==> config.mk <==
export PLATFORM = sky130hd
export DESIGN_NAME = pmc_row_ram
export DESIGN_NICKNAME = d
export VERILOG_FILES = /design/src/rtl/pmc_pkg.sv /design/src/rtl/pmc_row_ram.sv
export SDC_FILE = /design/constraint.sdc
export NUM_CORES = 2
export LEC_CHECK = 0
export BUFFER_PORTS_ARGS = -buffer_cell sky130_fd_sc_hd__buf_2
export CORE_MARGIN = 2
export CORE_UTILIZATION = 35
export CTS_CLUSTER_DIAMETER = 200
export DETAILED_ROUTE_END_ITERATION = 12
export PLACE_DENSITY_LB_ADDON = 0.12
export SKIP_CTS_REPAIR_TIMING = 1
export SLEW_MARGIN = 40
export SYNTH_ARGS = -nofsm -noshare
export SYNTH_HDL_FRONTEND = slang
export SYNTH_SLANG_ARGS = --single-unit
==> constraint.sdc <==
create_clock -name clk -period 13.8 [get_ports clk]
set_input_delay 2.07 -clock clk [delete_from_list [all_inputs] [get_ports clk]]
set_output_delay 2.07 -clock clk [all_outputs]
set_load 0.02 [all_outputs]
==> src/rtl/pmc_pkg.sv <==
`default_nettype none

package pmc_pkg;

	// mask geometry and coordinate widths
	localparam int MASK_SIDE  = 64;
	localparam int COORD_BITS = 12;
	localparam int ROW_BITS   = 64;
	localparam int ROW_AW     = (MASK_SIDE > 1) ? $clog2(MASK_SIDE) : 1;
	localparam int CNT_W      = $clog2(MASK_SIDE + 1);
	localparam int SH_W       = $clog2(ROW_BITS);
	localparam int LEN_W      = $clog2(ROW_BITS + 1);
	localparam int CW         = COORD_BITS + 2;
	localparam int W_LIMIT    = (MASK_SIDE < ROW_BITS) ? MASK_SIDE : ROW_BITS;
	localparam int H_LIMIT    = MASK_SIDE;

	// operation codes
	localparam logic [1:0] OP_LOAD_LEFT  = 2'd0;
	localparam logic [1:0] OP_LOAD_RIGHT = 2'd1;
	localparam logic [1:0] OP_TEST       = 2'd2;

	// configuration register indexes
	localparam logic [1:0] CFG_LEFT_W  = 2'd0;
	localparam logic [1:0] CFG_LEFT_H  = 2'd1;
	localparam logic [1:0] CFG_RIGHT_W = 2'd2;
	localparam logic [1:0] CFG_RIGHT_H = 2'd3;

	localparam logic [6:0] CFG_RESET_SIZE = 7'd64;

	typedef logic signed [CW-1:0] coord_t;

	// per-test scan setup handed from the bounds unit to the scan control
	typedef struct packed {
		logic                active;
		logic [CNT_W-1:0]    rows;
		logic [ROW_AW-1:0]   lrow;
		logic [ROW_AW-1:0]   rrow;
		logic [SH_W-1:0]     lsh;
		logic [SH_W-1:0]     rsh;
		logic [ROW_BITS-1:0] mask;
	} scan_setup_t;

	function automatic coord_t span_w(input logic [6:0] w);
		logic [31:0] v;
		begin
			v = 32'(w);
			if (v > 32'(W_LIMIT)) v = 32'(W_LIMIT);
			return coord_t'(v[CW-1:0]);
		end
	endfunction

	function automatic coord_t span_h(input logic [6:0] h);
		logic [31:0] v;
		begin
			v = 32'(h);
			if (v > 32'(H_LIMIT)) v = 32'(H_LIMIT);
			return coord_t'(v[CW-1:0]);
		end
	endfunction

	function automatic coord_t cmax(input coord_t a, input coord_t b);
		return (a > b) ? a : b;
	endfunction

	function automatic coord_t cmin(input coord_t a, input coord_t b);
		return (a < b) ? a : b;
	endfunction

endpackage

`default_nettype wire

==> src/rtl/pmc_row_ram.sv <==
`default_nettype none

module pmc_row_ram
	import pmc_pkg::*;
(
	input  wire logic                clk,
	input  wire logic                we,
	input  wire logic [ROW_AW-1:0]   waddr,
	input  wire logic [ROW_BITS-1:0] wdata,
	input  wire logic                re,
	input  wire logic [ROW_AW-1:0]   raddr,
	output logic      [ROW_BITS-1:0] rdata
);

	logic [ROW_BITS-1:0] mem [MASK_SIDE];

	// one write port
	always_ff @(posedge clk) begin
		if (we) begin
			mem[waddr] <= wdata;
		end
	end

	// one read port, registered data
	always_ff @(posedge clk) begin
		if (re) begin
			rdata <= mem[raddr];
		end
	end

endmodule

`default_nettype wire

---- Yosys cells after proc, flatten, opt, wreduce, memory -nomap -nowiden ----
Memories as Yosys holds them, arrays and structs flattened. A register that Yosys moved wholly into a read port is not among the register bits.
Index checks and enable logic that the tools add are counted.
word-level totals
  bits in latches ......................... 0
  memories ................................ 1
  bits in writable memories ............... 4096
  logic and storage cells ................. 3
  flip-flop bits (word level) ............. 0
  ROM bits ................................ 0
memory list
  memory  words  width  read ports  clocked after memory_dff  wr ports  RTL line           RTL
  mem     64     64     1           1                         1         pmc_row_ram.sv:15  logic [ROW_BITS-1:0] mem [MASK_SIDE];
operators by class
  magnitude comparators ................... 0
  equality and inequality tests ........... 0
  add/sub/neg operators ................... 0
  reduce and logical (&&, ||, !) cells .... 0
  div/mod/pow operators ................... 0
  multiplexer cells ....................... 2
  shift-type cells ........................ 0
  multiply operators ...................... 0
  bitwise operators ....................... 0
operator list
  kind    number
  $mux 1  2

---- Logic depth before layout (Yosys ltp) ----
  depth after elaboration ................. 2
  depth in mapped cells ................... 9

---- Worst setup path before layout ----
Ideal clock, no wire load.
  kind .................................... input to register
  from .................................... input port waddr[3]
  to ...................................... memory mem[48][0], enable pin
  stages .................................. 4
  path slack .............................. 6.294 ns
  arrival time ............................ 6.942 ns
  required time ........................... 13.236 ns
  cell sequence ........................... clkbuf_1 nor2b_1 nand4b_1 nor3_1
RTL lines
  element      RTL line           RTL
  from (decl)  pmc_row_ram.sv:8   input wire logic [ROW_AW-1:0] waddr,
  to (decl)    pmc_row_ram.sv:15
Straight into the memory's write port.

==> reports/qor.txt <==
CTS tree -> yes
Core region area -> 446000 um^2
Synth warnings -> 0
Routability cong. -> 0.757
Pwr Density -> 148 nW/um^2
CP startpoint kind -> input pin
Fill cells -> 39000
Clk_lat worst skew -> 0.99 ns
GR Overflow Total -> 0
CP required -> 14.55 ns
CP max stage delay -> 0.70 ns
Buf/Inv on CP -> 7
Initial antenna violation count -> 56
Slew margin rel. -> 39.2%
Fin util -> 40.6%
Maximum vdd ir drop -> 0.000107 V
Clock root cell -> clkbuf_16
Post-DR vias/cell -> 5.66
Cells after synthesis -> 6598
Worst-path clk slew -> 0.06 ns
Max clock buf depth -> 4
Post-Syn Area per Cell -> 23.8 um^2
Arrival time at the worst endpoint -> 6.69 ns
Antenna-violating nets left -> 0
GRT Util Overall -> 21.8%
Delay-heaviest family, CP -> buffers and inverters
Slew @ Worst Pin -> 0.912 ns
First-pass GRT wire length -> 680 mm
Max Slew Vio Count -> 0
Area growth, synth to finish -> 15.4%
Fin Hold WS -> 0.916 ns
Initial Util -> 35.2%
Crit end category -> register
Vias in the first global route -> 78200
CTS Buf Count -> 455
Wire per inst -> 37.3 um
Max frequency -> 0.169 GHz
Vias post-DR -> 75800
Final hold vios -> 0
Final worst slack -> 7.87 ns
Synthesized cell area -> 157000 um^2
RSZ-0062 raised after global routing -> no
Setup Slack @ Placement -> 6.80 ns
Post-synthesis cell type count -> 32
Outcome -> finished clean
CP max stage cell -> buf_4
DRT iter0 DRCs -> 8170
Die X -> 674 um
H-tree levels -> 5
WS Path Type -> in -> reg
Die area -> 454000 um^2
Core Rows -> 245
Most frequent CP cell -> buf_4
R2r setup slk -> 11.46 ns
Top Metal Used -> met5
Pre-Repair DR Iteration Count -> 7
Seq cells post-synth -> 4160
Setup violators final -> 0
Syn nets -> 6677
Final WL -> 500 mm
Input/output buffers -> 142
Crit Path Max Fanout -> 59
WL met3 -> 28.2 mm
Total negative slack -> 0 ns
Die Height -> 674 um
Metal2 WL -> 244 mm
Number of max-cap violations -> 0
Layout cells sized above 1 -> 28.6%
LEAKAGE -> 0.0558 uW
Wl on met1 -> 217 mm
DPL Wire Length -> 269 mm
Register area share after synthesis -> 79.6%
Tcrit/Tclk final -> 43.0%
Clk sink count -> 4160
Worst Hold Class -> reg -> reg
I/O pin cnt -> 143
Number of synthesized flops with an enable pin -> 4160
Final min period -> 5.93 ns
Largest net degree at the start of global routing -> 117
DRC -> 0
# nets final -> 7167
Worst path cell trace -> buf_8 -> buf_4 -> buf_4 -> buf_4 -> buf_12 -> buf_4 -> mux4_2 -> mux2i_1 -> o22ai_1 -> a31oi_1 -> a211oi_1 -> buf_4
Async S/R FF share, synth -> 0%
Skew final -> 0.0483 ns
Top FF cell, synth -> edfxtp_1
==> cells by family (layout without fill, tap and decap cells) <==
| logic type | Yosys count | after routing | synth area share [%] |
|---|---|---|---|
| compound gates | 504 | 504 | 2.47 |
| simple gates | 386 | 386 | 1.23 |
| flops | 4160 | 4160 | 79.6 |
| buf+inv | 389 | 1247 | 1.18 |
| mux | 1159 | 1159 | 15.6 |
| other cells | 0 | 10 | 0 |
==> where the power goes <==
group	total [uW]	internal, uW	switching, uW
Clock	11500	6540	4960
Combinational	1240	441	797
Sequential	14100	14000	53.7
Total	26800	21000	5820
==> final timing paths <==
path | from | to | cells after the start
worst max register to register | mem[13][18] | rdata[18] | 5
worst min-delay path | mem[44][28] | rdata[28] | 4
worst max-delay path | raddr[2] | rdata[1] | 12
worst min register to register | mem[44][28] | rdata[28] | 4
==> routing by layer <==
metal	up-vias	track usage (%)
met4	14	4.47
met1	43000	31.1
met5	-	0
met2	2506	36.2
met3	616	2.74
li1	29600	-
==> stage by stage <==
stage / area (um^2) / power (uW) / instances
CTS: 181000 / 27100 / 13400
global route: 181000 / 27600 / 13400
floorplan: 157000 / 15000 / 6598
finish: 181000 / 26800 / 13400
detailed placement: 167000 / 15600 / 12600
global placement: 166000 / 15600 / 12500
==> cell type report <==
cell class | instances | area [um^2] | area share [%]
antenna | 10 | 25.0 | 0.0138
clock buffer | 562 | 11900 | 6.59
clock inverter | 263 | 1980 | 1.10
inverter | 19 | 71.3 | 0.0394
multi-input combinational | 2049 | 30800 | 17.0
sequential | 4160 | 125000 | 69.0
tap | 5928 | 7420 | 4.09
timing repair buffer | 403 | 3990 | 2.20
==> sequential cells by signal (all words and copies together), names as in the netlist <==
register,count
mem,4096
rdata,64
==> placed cells by master (no fill, tap or decap), types with 5 or more instances in the layout <==
master	synthesis	routed
mux2i_1	135	135
nand3_2	0	5
nand2_1	58	54
clkinv_2	0	80
nor2_1	112	47
clkbuf_16	0	462
a2bb2oi_1	19	19
o22ai_1	83	83
a31oi_1	18	18
a41oi_1	26	26
clkinvlp_4	0	7
edfxtp_1	4160	4160
buf_6	6	61
clkinv_1	0	132
or3_1	29	29
o221ai_1	38	38
inv_1	19	19
nand3_1	45	40
buf_16	0	21
a22o_1	88	88
buf_2	170	77
clkbuf_1	140	100
nor2_4	0	65
diode_2	0	10
buf_8	0	11
and3_1	64	64
nand2b_1	11	9
or2_2	28	28
buf_12	0	34
a22oi_1	168	168
bufinv_16	0	24
a211oi_1	63	63
buf_4	34	199
mux4_2	1024	1024
nor2b_1	28	24
inv_6	0	6
==> Yosys cell counts (all sizes together) (3+ instances only) <==
cell     number  share of area [%]
edfxtp     4160                 80
mux4       1024                 15
buf         230               0.80
a22oi       168               0.80
clkbuf      140               0.33
mux2i       135               0.86
nor2        112               0.27
a22o         88               0.49
o22ai        83               0.33
and3         64               0.26
a211oi       63               0.30
nand2        58               0.14
nand3        45               0.14
o221ai       38               0.21
or3          29               0.12
nor2b        28               0.11
or2          28               0.11
a41oi        26               0.15
a2bb2oi      19               0.11
inv          19              0.045
a31oi        18              0.072
nand2b       11              0.044
and2          3              0.012
==> worst reg2reg max path, stage by stage (launching register included) <==
cell and delay, ns:
edfxtp_1 0.36, mux4_2 0.47, nor2b_1 0.15, a211oi_1 0.44, o22ai_1 0.34, and3_1 0.32
Note: power is estimated with default switching activity, not from simulation.
