## src/rtl/pmc_pkg.sv

```systemverilog
`default_nettype none

package pmc_pkg;

	// mask geometry and coordinate widths
	localparam int MASK_SIDE  = 64;
	localparam int COORD_BITS = 12;
	localparam int ROW_BITS   = 64;
	localparam int ROW_AW     = (MASK_SIDE > 1) ? $clog2(MASK_SIDE) : 1;
	localparam int CNT_W      = $clog2(MASK_SIDE + 1);
	localparam int SH_W       = $clog2(ROW_BITS);
	localparam int LEN_W      = $clog2(ROW_BITS + 1);
	localparam int CW         = COORD_BITS + 2;
	localparam int W_LIMIT    = (MASK_SIDE < ROW_BITS) ? MASK_SIDE : ROW_BITS;
	localparam int H_LIMIT    = MASK_SIDE;

	// operation codes
	localparam logic [1:0] OP_LOAD_LEFT  = 2'd0;
	localparam logic [1:0] OP_LOAD_RIGHT = 2'd1;
	localparam logic [1:0] OP_TEST       = 2'd2;

	// configuration register indexes
	localparam logic [1:0] CFG_LEFT_W  = 2'd0;
	localparam logic [1:0] CFG_LEFT_H  = 2'd1;
	localparam logic [1:0] CFG_RIGHT_W = 2'd2;
	localparam logic [1:0] CFG_RIGHT_H = 2'd3;

	localparam logic [6:0] CFG_RESET_SIZE = 7'd64;

	typedef logic signed [CW-1:0] coord_t;

	// per-test scan setup handed from the bounds unit to the scan control
	typedef struct packed {
		logic                active;
		logic [CNT_W-1:0]    rows;
		logic [ROW_AW-1:0]   lrow;
		logic [ROW_AW-1:0]   rrow;
		logic [SH_W-1:0]     lsh;
		logic [SH_W-1:0]     rsh;
		logic [ROW_BITS-1:0] mask;
	} scan_setup_t;

	function automatic coord_t span_w(input logic [6:0] w);
		logic [31:0] v;
		begin
			v = 32'(w);
			if (v > 32'(W_LIMIT)) v = 32'(W_LIMIT);
			return coord_t'(v[CW-1:0]);
		end
	endfunction

	function automatic coord_t span_h(input logic [6:0] h);
		logic [31:0] v;
		begin
			v = 32'(h);
			if (v > 32'(H_LIMIT)) v = 32'(H_LIMIT);
			return coord_t'(v[CW-1:0]);
		end
	endfunction

	function automatic coord_t cmax(input coord_t a, input coord_t b);
		return (a > b) ? a : b;
	endfunction

	function automatic coord_t cmin(input coord_t a, input coord_t b);
		return (a < b) ? a : b;
	endfunction

endpackage

`default_nettype wire

```

## src/rtl/pmc_bounds.sv

```systemverilog
`default_nettype none

module pmc_bounds
	import pmc_pkg::*;
(
	input  wire logic                         clk,
	input  wire logic                         start,
	input  wire logic signed [COORD_BITS-1:0] region_x,
	input  wire logic signed [COORD_BITS-1:0] region_y,
	input  wire logic signed [COORD_BITS-1:0] region_w,
	input  wire logic signed [COORD_BITS-1:0] region_h,
	input  wire logic signed [COORD_BITS-1:0] left_origin_x,
	input  wire logic signed [COORD_BITS-1:0] left_origin_y,
	input  wire logic signed [COORD_BITS-1:0] right_origin_x,
	input  wire logic signed [COORD_BITS-1:0] right_origin_y,
	input  wire logic [6:0]                   left_width,
	input  wire logic [6:0]                   left_height,
	input  wire logic [6:0]                   right_width,
	input  wire logic [6:0]                   right_height,
	output scan_setup_t                       setup
);

	coord_t rx, ry, rw, rh, lx, ly, qx, qy;
	coord_t x0_c, x1_c, y0_c, y1_c;
	coord_t x0_s1, x1_s1, y0_s1, y1_s1, lx_s1, ly_s1, qx_s1, qy_s1;
	logic   nonempty_s1;
	coord_t dy, dly, dqy, dlx, dqx, dx;
	scan_setup_t setup_c;
	scan_setup_t setup_s2;

	// overlap of region and both masks
	always_comb begin
		rx = coord_t'(region_x);
		ry = coord_t'(region_y);
		rw = coord_t'(region_w);
		rh = coord_t'(region_h);
		lx = coord_t'(left_origin_x);
		ly = coord_t'(left_origin_y);
		qx = coord_t'(right_origin_x);
		qy = coord_t'(right_origin_y);
		x0_c = cmax(rx, cmax(lx, qx));
		x1_c = cmin(rx + rw, cmin(lx + span_w(left_width), qx + span_w(right_width)));
		y0_c = cmax(ry, cmax(ly, qy));
		y1_c = cmin(ry + rh, cmin(ly + span_h(left_height), qy + span_h(right_height)));
	end

	always_ff @(posedge clk) begin
		if (start) begin
			x0_s1       <= x0_c;
			x1_s1       <= x1_c;
			y0_s1       <= y0_c;
			y1_s1       <= y1_c;
			lx_s1       <= lx;
			ly_s1       <= ly;
			qx_s1       <= qx;
			qy_s1       <= qy;
			nonempty_s1 <= (rw > coord_t'(0)) && (rh > coord_t'(0));
		end
	end

	// row range, start rows, bit offsets and column mask
	always_comb begin
		dy  = y1_s1 - y0_s1;
		dly = y0_s1 - ly_s1;
		dqy = y0_s1 - qy_s1;
		dlx = x0_s1 - lx_s1;
		dqx = x0_s1 - qx_s1;
		dx  = x1_s1 - x0_s1;
		setup_c.active = nonempty_s1 && (x1_s1 > x0_s1) && (y1_s1 > y0_s1);
		setup_c.rows   = dy[CNT_W-1:0];
		setup_c.lrow   = dly[ROW_AW-1:0];
		setup_c.rrow   = dqy[ROW_AW-1:0];
		setup_c.lsh    = dlx[SH_W-1:0];
		setup_c.rsh    = dqx[SH_W-1:0];
		setup_c.mask   = ~({ROW_BITS{1'b1}} << dx[LEN_W-1:0]);
	end

	always_ff @(posedge clk) begin
		setup_s2 <= setup_c;
	end

	assign setup = setup_s2;

endmodule

`default_nettype wire
```

## config.mk

```make
export PLATFORM = sky130hd
export DESIGN_NAME = pmc_bounds
export DESIGN_NICKNAME = d
export VERILOG_FILES = /design/src/rtl/pmc_pkg.sv /design/src/rtl/pmc_bounds.sv
export SDC_FILE = /design/constraint.sdc
export NUM_CORES = 1
export LEC_CHECK = 0
export BUFFER_PORTS_ARGS = -buffer_cell sky130_fd_sc_hd__clkbuf_2
export CAP_MARGIN = 10
export CORE_MARGIN = 8
export CORE_UTILIZATION = 45
export DETAILED_ROUTE_END_ITERATION = 6
export GPL_TIMING_DRIVEN = 1
export MAX_ROUTING_LAYER = met4
export PLACE_DENSITY = 0.65
export SLEW_MARGIN = 25
export SYNTH_ARGS = -nofsm -noshare
export SYNTH_HDL_FRONTEND = slang
export SYNTH_SLANG_ARGS = --single-unit
```

## constraint.sdc

```tcl
create_clock -name clk -period 7.5 [get_ports clk]
set_input_delay 0.375 -clock clk [delete_from_list [all_inputs] [get_ports clk]]
set_output_delay 0.375 -clock clk [all_outputs]
set_load 0.005 [all_outputs]
```

# Word-level counts from Yosys, hierarchy flattened
# Cells that the tools add are included.
# word_totals
regBits	177
inputBits	126
out_inout_bits	96
word_cells	61
# classes
addsub	12
n_lt_le_gt_ge	16
shift	1
muxes	12
bitwise	1
reduce_logical	3
# op_table
operator	count
two-way mux 14 bit	8
NOT 64 bit	1
<< shifter 64 x 7 -> 64 bit (first input constant)	1
adder 12 x 8 -> 13 bit	4
> comparator 12 x 14 -> 1 bit	2
> comparator 14 bit	2
> comparator 7 bit (second input constant)	4
< comparator 13 x 14 -> 1 bit	2
< comparator 14 bit	2
two-way mux 7 bit	4
adder 12 x 12 -> 13 bit	2
> comparator 12 x 1 -> 1 bit (second input constant)	2
> comparator 12 bit	2
subtractor 6 bit	4
subtractor 7 bit	2
logical AND 1 bit	3

# Depth between registers and ports, before layout
# Gate-level depths: netlist (run 1).
# depth
word_depth	7
mapped_depth	33
depth_no_buf	31

# Least setup slack after synthesis (run 1)
# Ideal clock, no wire load.
# synth_path
path_kind	in2reg
start	in left_width[0]
end	reg x1_s1[3] (data pin)
setup_ns	0.270
arrival_ns	6.091
required_ns	7.230
setup_slack_ns	1.139
stages	31
n_path_buf	2
path_cell_list	nor2b_1 -> ha_1 -> inv_1 -> fa_1 -> nand2b_1 -> a21o_1 -> a21boi_1 -> nor2_1 -> ha_1 -> o22ai_1 -> nor2_1 -> a31oi_1 -> nand2_1 -> a221oi_2 -> o211ai_4 -> buf_2 -> o21a_1 -> a21oi_1 -> ha_1 -> a21o_1 -> a21o_1 -> a21o_1 -> a21o_1 -> a21oi_1 -> o21ai_1 -> or4_1 -> a21oi_2 -> buf_2 -> nor2_1 -> a221oi_1 -> a21oi_1
# synth_via
elab_chain_len	7
# synth_rtl
element	line_no	text
from (decl)	pmc_bounds.sv:16	input wire logic [6:0] left_width,
> comparator 7 bit	pmc_pkg.sv:47	if (v > 32'(W_LIMIT)) v = 32'(W_LIMIT);
two-way mux 7 bit (*)	pmc_pkg.sv:47	
adder 12 x 8 -> 13 bit (*)	pmc_bounds.sv:42	x1_c = cmin(rx + rw, cmin(lx + span_w(left_width), qx + span_w(right_width)));
< comparator 14 bit	pmc_pkg.sv:66	return (a < b) ? a : b;
two-way mux 14 bit (*)	pmc_pkg.sv:66	
< comparator 13 x 14 -> 1 bit	pmc_pkg.sv:66	
two-way mux 14 bit (*)	pmc_pkg.sv:66	
net x1_c[3]	pmc_bounds.sv:24	coord_t x0_c, x1_c, y0_c, y1_c;
to (signal assigned)	pmc_bounds.sv:50	x1_s1 <= x1_c;
to (decl)	pmc_bounds.sv:25	coord_t x0_s1, x1_s1, y0_s1, y1_s1, lx_s1, ly_s1, qx_s1, qy_s1;
# Mark *: on every way through the listed nets, which the timed path passes. The rest lies on a longest branch.
# A chain may end at the register's enable or synchronous reset.

# Final worst setup path (run 1)
# layout_path
start	in left_width[6]
end	reg x1_s1[3] (data pin)
# The elaborated chain is that of the path after synthesis.

==> results of run 1 <==
==> layout make-up <==
cell class / count / share of cell area
Multi-Input combinational cell: 1069 / 0.540
Timing Repair Buffer: 227 / 0.0750
Tap cell: 384 / 0.0313
Sequential cell: 171 / 0.272
Clock inverter: 13 / 0.00790
Inverter: 176 / 0.0430
Clock buffer: 19 / 0.0310
==> worst paths after layout <==
check	start	slack, ns	end
worst max-delay path	left_width[6]	0.90	x1_s1[3]
worst min-delay path	right_origin_x[5]	0.22	qx_s1[5]
worst max register to register	x1_s1[0]	3.07	setup[20]
worst min register to register	qx_s1[0]	0.52	setup[64]
==> metrics by stage <==
stage | hold WS [ns] | utilization
6_report | 0.217 | 0.532
5_1_grt | 0.207 | 0.532
4_1_cts | 0.203 | 0.532
3_5_place_dp | 0.524 | 0.511
3_3_place_gp | 0.528 | 0.511
2_1_floorplan | 0.474 | -
==> kinds of logic (layout without fill, tap and decap cells) <==
family	after synthesis	after routing	share of synthesized area
simple gates	356	356	0.139
compound gates	351	351	0.175
fa+ha+maj	200	200	0.196
flops	171	171	0.315
xor+xnor	81	81	0.0536
mux	81	81	0.0625
buf+inv	201	435	0.0582
==> power by group through the flow <==
stage | Clock, mW | Combinational, mW | Sequential, mW
final | 0.872 | 2.33 | 1.44
after global routing | 0.930 | 2.62 | 1.47
after CTS | 0.888 | 2.32 | 1.45
after detailed placement | 0 | 2.31 | 1.47
after global placement | 0 | 2.28 | 1.46
after floorplan | 0 | 1.52 | 1.46
==> cell usage in the layout (no fill, tap or decap), types with 4 or more instances in the layout <==
master	count
a211o_1	5
a211oi_1	11
a21o_1	37
a21oi_1	120
a221oi_1	5
a31oi_1	7
and2_1	4
and3_1	7
buf_4	6
clkbuf_16	19
clkbuf_2	220
dfxtp_1	96
edfxtp_1	75
fa_1	12
ha_1	188
inv_1	174
inv_8	4
mux2_2	6
mux2i_1	71
nand2_1	80
nand2b_1	31
nand3_1	33
nand4_1	19
nand4b_1	4
nor2_1	71
nor2b_1	54
nor3_1	15
nor3b_1	6
nor4_1	9
o211ai_1	13
o21a_1	15
o21ai_0	68
o21ai_1	5
o21bai_1	6
o221ai_1	5
o311ai_1	5
o31ai_1	5
or3_1	4
xnor2_1	52
xor2_1	29
==> critical path: cells and delay by family <==
| family | cells | cell delay (ns) |
|---|---|---|
| buffers and inverters | 3 | 0.42 |
| adders and majority gates | 4 | 1.22 |
| and+or+nand+nor | 7 | 1.19 |
| AOI/OAI and AO/OA | 17 | 3.55 |
==> registers in the layout, summed over array words and instances (netlist names) <==
| register | count |
|---|---|
| qx_s1 | 6 |
| qy_s1 | 6 |
| nonempty_s1 | 1 |
| x1_s1 | 13 |
| y0_s1 | 12 |
| lx_s1 | 6 |
| y1_s1 | 13 |
| setup | 96 |
| ly_s1 | 6 |
| x0_s1 | 12 |
==> routing by layer <==
metal  GRT usage  share of wire  vias up
met5           -              0        -
met4      0.0506          0.015        0
met3      0.0356          0.050       49
met2       0.342           0.45      324
met1       0.290           0.49     5239
li1            -              -     5605
==> results_dict.tcl, run 1 <==
set metrics [dict create \
    status "completed" \
    async_flop_share 0 \
    fin_nets 1988 \
    skew_ns 0.00909 \
    critPathMaxStageDelay_ns 0.50 \
    crit_path_max_fanout 16 \
    routed_via_density 5.45 \
    power_density_mw_per_mm2 303 \
    setup_viol 0 \
    avgRoutedWirePerCell_um 18.6 \
    grt_max_degree 76 \
    antenna_left 0 \
    grt_pass1_wl_um 60600 \
    holdBufCountCts 0 \
    fin_crit_sh 0.880 \
    ys_top_cells_by_count "ha_1 (188), inv_1 (173), a21oi_1 (120)" \
    worst_setup_path_end_kind "flip-flop" \
    die_x_um 187 \
    layout.cells.non_filler 2059 \
    startpoint_type "primary input" \
    intPower_mw 2.73 \
    p_comb_frac 0.502 \
    place_hpwl_um 32100 \
    ys_top_cells_by_area "ha_1 (18%), edfxtp_1 (17%), dfxtp_1 (15%), mux2i_1 (5.4%), inv_1 (4.9%)" \
    tns_ns 0 \
    layout-drive-gt1-share 0.171 \
    min_path_cells 1 \
    ys_ff_latch 171 \
    n_antenna_cell 0 \
    yosysSeqAreaShare 0.315 \
    cp_slowest_cell "or4_1" \
    hold_class "in -> reg" \
    synth.top_cell.area_share 0.178 \
    grt_pass1_vias 11160 \
    syn_avg_cell_area_um2 9.18 \
    regArea_mm2 0.00417 \
    fillers 2723 \
    synth.distinct_cells 82 \
    clkPwrFrac 0.188 \
    syn_area_mm2 0.0132 \
    die_h_um 187 \
    wl_um 38200 \
    slew_headroom 0.345 \
    fin_ws_ns 0.899 \
    path_clk_slew_ns 0.07 \
    clock_path_buffers 2 \
    cpMostUsedCell "a21o_1" \
    numCtsBuffers 17 \
    clk-insertion-delay-late_ns 0.43 \
    root_buffer "clkbuf_16" \
    place_inst 2027 \
    grt.overflow.total 0 \
    power_mw 4.64 \
    cp.arrival_ns 6.77 \
    critPathRequiredTime_ns 7.67 \
    critPathKind "in -> reg" \
    synth_top_area_cell "ha_1" \
    leakagePower_nw 7.41 \
    grt_use_total 0.218 \
    swShare 0.412 \
    htreeDepth 4 \
    drtPass1Iterations 5 \
    final-hold-violation-count 0 \
    syn_inst 1441 \
    r2r_cells 13 \
    design_area_mm2 0.0154 \
    maxCapViolCount 0 \
    syn-num-nets 1767 \
    yosysMostFrequentCell "ha_1" \
    antenna_found_initial 0 \
    vdd_drop_max_uv 175 \
    synth_warnings 0 \
    seq_power_share 0.310 \
    vias 11217 \
    drc 0 \
    io_pins 222 \
    cts_tree "yes" \
    syn_to_final_growth_pct 16.0 \
    postCtsResizedCells 0 \
    synth_edf_count 75 \
    finalWeightedCongestion 0.943 \
    multi_input_area_mm2 0.00829 \
    initial_core_util 0.459 \
    drt_first_iter_violations 729 \
    synth_flop_cell "dfxtp_1" \
    drv_slew 0 \
    fp-row-count 62 \
    cts.sinks 171 \
    portBuffers 221 \
    rsz0062_at_grt "false" \
    placed_area_mm2 0.0148 \
    fmax_mhz 152 \
    worstMarginPinSlew_ns 0.983 \
    dp_slack_ns 0.567 \
    period_minus_slack_ns 6.60 \
    switchingPower_mw 1.91 \
    core-area_mm2 0.0289 \
    dieArea_mm2 0.0352 \
    post_cts_buffers 0 \
]
Note: power is estimated with default switching activity, not from simulation.
==> run 2: changes to the inputs <==
PLACE_DENSITY = 0.66   (was 0.65)
==> run 2 against run 1 <==
  * Combinational power about the same
  * Hold slack got worse by 0.019 ns
  * Power increased by 0.31%
  * Final cell count hardly changed
  * Sequential cell count did not move
  * Global-route usage about the same
  * Largest power group unchanged
==> results_dict.tcl, run 2 (same netlist as run 1, synthesis figures left out) <==
set metrics [dict create \
    status "completed" \
    drv_slew 0 \
    skew_ns 0.0146 \
    grt_pass1_wl_um 60700 \
    critPathKind "in -> reg" \
    core-area_mm2 0.0289 \
    fin_nets 1988 \
    fillers 2703 \
    path_delay_family "compound AO/OA/AOI/OAI gates" \
    fmax_mhz 155 \
    r2r-start "x0_s1[1]" \
    grt.overflow.total 0 \
    fin_ws_ns 1.05 \
    antenna_left 0 \
    power_mw 4.66 \
    die_x_um 187 \
    regArea_mm2 0.00417 \
    tns_ns 0 \
    drtPass1Iterations 5 \
    cp.arrival_ns 6.63 \
    worst_setup_path_end_kind "flip-flop" \
    dp_slack_ns 0.586 \
    largest_reg_flops 96 \
    multi_input_area_mm2 0.00829 \
    finalWeightedCongestion 1.00 \
    routed_via_density 5.44 \
    path_buf_inv 3 \
    path_depth 30 \
    cts_tree "yes" \
    final-hold-violation-count 0 \
    die_h_um 187 \
    wl_met2_um 17200 \
    power_density_mw_per_mm2 303 \
    rr_endpoint "setup[16]" \
    cp_slowest_cell "or4_1" \
    drc 0 \
    cts.sinks 171 \
    final_cell_mix "clkbuf_2 (220), ha_1 (188), inv_1 (173)" \
    startpoint_type "primary input" \
    design_area_mm2 0.0154 \
    htreeDepth 4 \
    layout-drive-gt1-share 0.173 \
    postCtsResizedCells 0 \
    place_hpwl_um 32000 \
    hold_class "in -> reg" \
    fin_crit_sh 0.860 \
    post_cts_buffers 0 \
    vdd_drop_max_uv 200 \
    layout.cells.non_filler 2061 \
    rrSetupSlack_ns 3.54 \
    holdBufCountCts 0 \
    wl_um 37800 \
    initial_core_util 0.459 \
    dieArea_mm2 0.0352 \
    highest_layer "met4" \
    worstMarginPinSlew_ns 0.919 \
    fp-row-count 62 \
    grt_pass1_vias 11309 \
    setup_viol 0 \
    drt-met1-wl_um 18200 \
    grt_max_degree 76 \
    rsz0062_at_grt "false" \
    clock_path_buffers 2 \
    critPathRequiredTime_ns 7.68 \
    slew_headroom 0.388 \
    grt_use_total 0.217 \
    critPathMaxStageDelay_ns 0.50 \
    layout_commonest_cell "clkbuf_2" \
    antenna_found_initial 2 \
    drt_first_iter_violations 761 \
    portBuffers 221 \
    clk-insertion-delay-late_ns 0.44 \
    numCtsBuffers 17 \
    vias 11203 \
    crit_end "x1_s1[4]" \
    crit_path_max_fanout 16 \
    leakagePower_nw 7.42 \
    period_minus_slack_ns 6.45 \
    wl_met3_um 1950 \
    syn_to_final_growth_pct 16.4 \
    r2r_cells 11 \
    maxCapViolCount 0 \
    io_pins 222 \
    placed_area_mm2 0.0148 \
    path_clk_slew_ns 0.07 \
    place_inst 2027 \
    avgRoutedWirePerCell_um 18.4 \
    root_buffer "clkbuf_16" \
    startpoint "left_width[6]" \
]
run 2: per-stage QoR:
step,utilization,hold slack [ns]
final,0.534,0.198
after global routing,0.534,0.194
after CTS,0.534,0.182
after detailed placement,0.511,0.530
after global placement,0.511,0.535
after floorplan,-,0.474
run 2: area by class of cell:
cell class	instances	area share
antenna	2	0.000325
clock buffer	18	0.0292
timing repair buffer	227	0.0747
multi-input combinational	1069	0.538
tap	384	0.0312
sequential	171	0.271
inverter	176	0.0429
clock inverter	14	0.0123
run 2: worst min-delay path by stage:
stage / start / to / slack (ns) / depth (start not counted)
global route: right_origin_y[5] / qy_s1[5] / 0.19 / 1
CTS: right_origin_y[5] / qy_s1[5] / 0.18 / 1
finish: right_origin_y[5] / qy_s1[5] / 0.20 / 1
global placement: lx_s1[0] / setup[70] / 0.53 / 2
floorplan: left_origin_x[0] / lx_s1[0] / 0.47 / 0
detailed placement: qy_s1[0] / setup[76] / 0.53 / 2
run 2: metal layers:
metal / vias up / track usage
met4: 0 / 0.0506
li1: 5601 / -
met2: 297 / 0.347
met3: 38 / 0.0364
met1: 5267 / 0.285
met5: - / -
run 2: report_power, final:
| part | internal, mW | switching [mW] | total (mW) |
|---|---|---|---|
| sequential | 1.34 | 0.101 | 1.44 |
| combinational | 0.912 | 1.40 | 2.31 |
| clock | 0.478 | 0.429 | 0.908 |
| total | 2.73 | 1.93 | 4.66 |
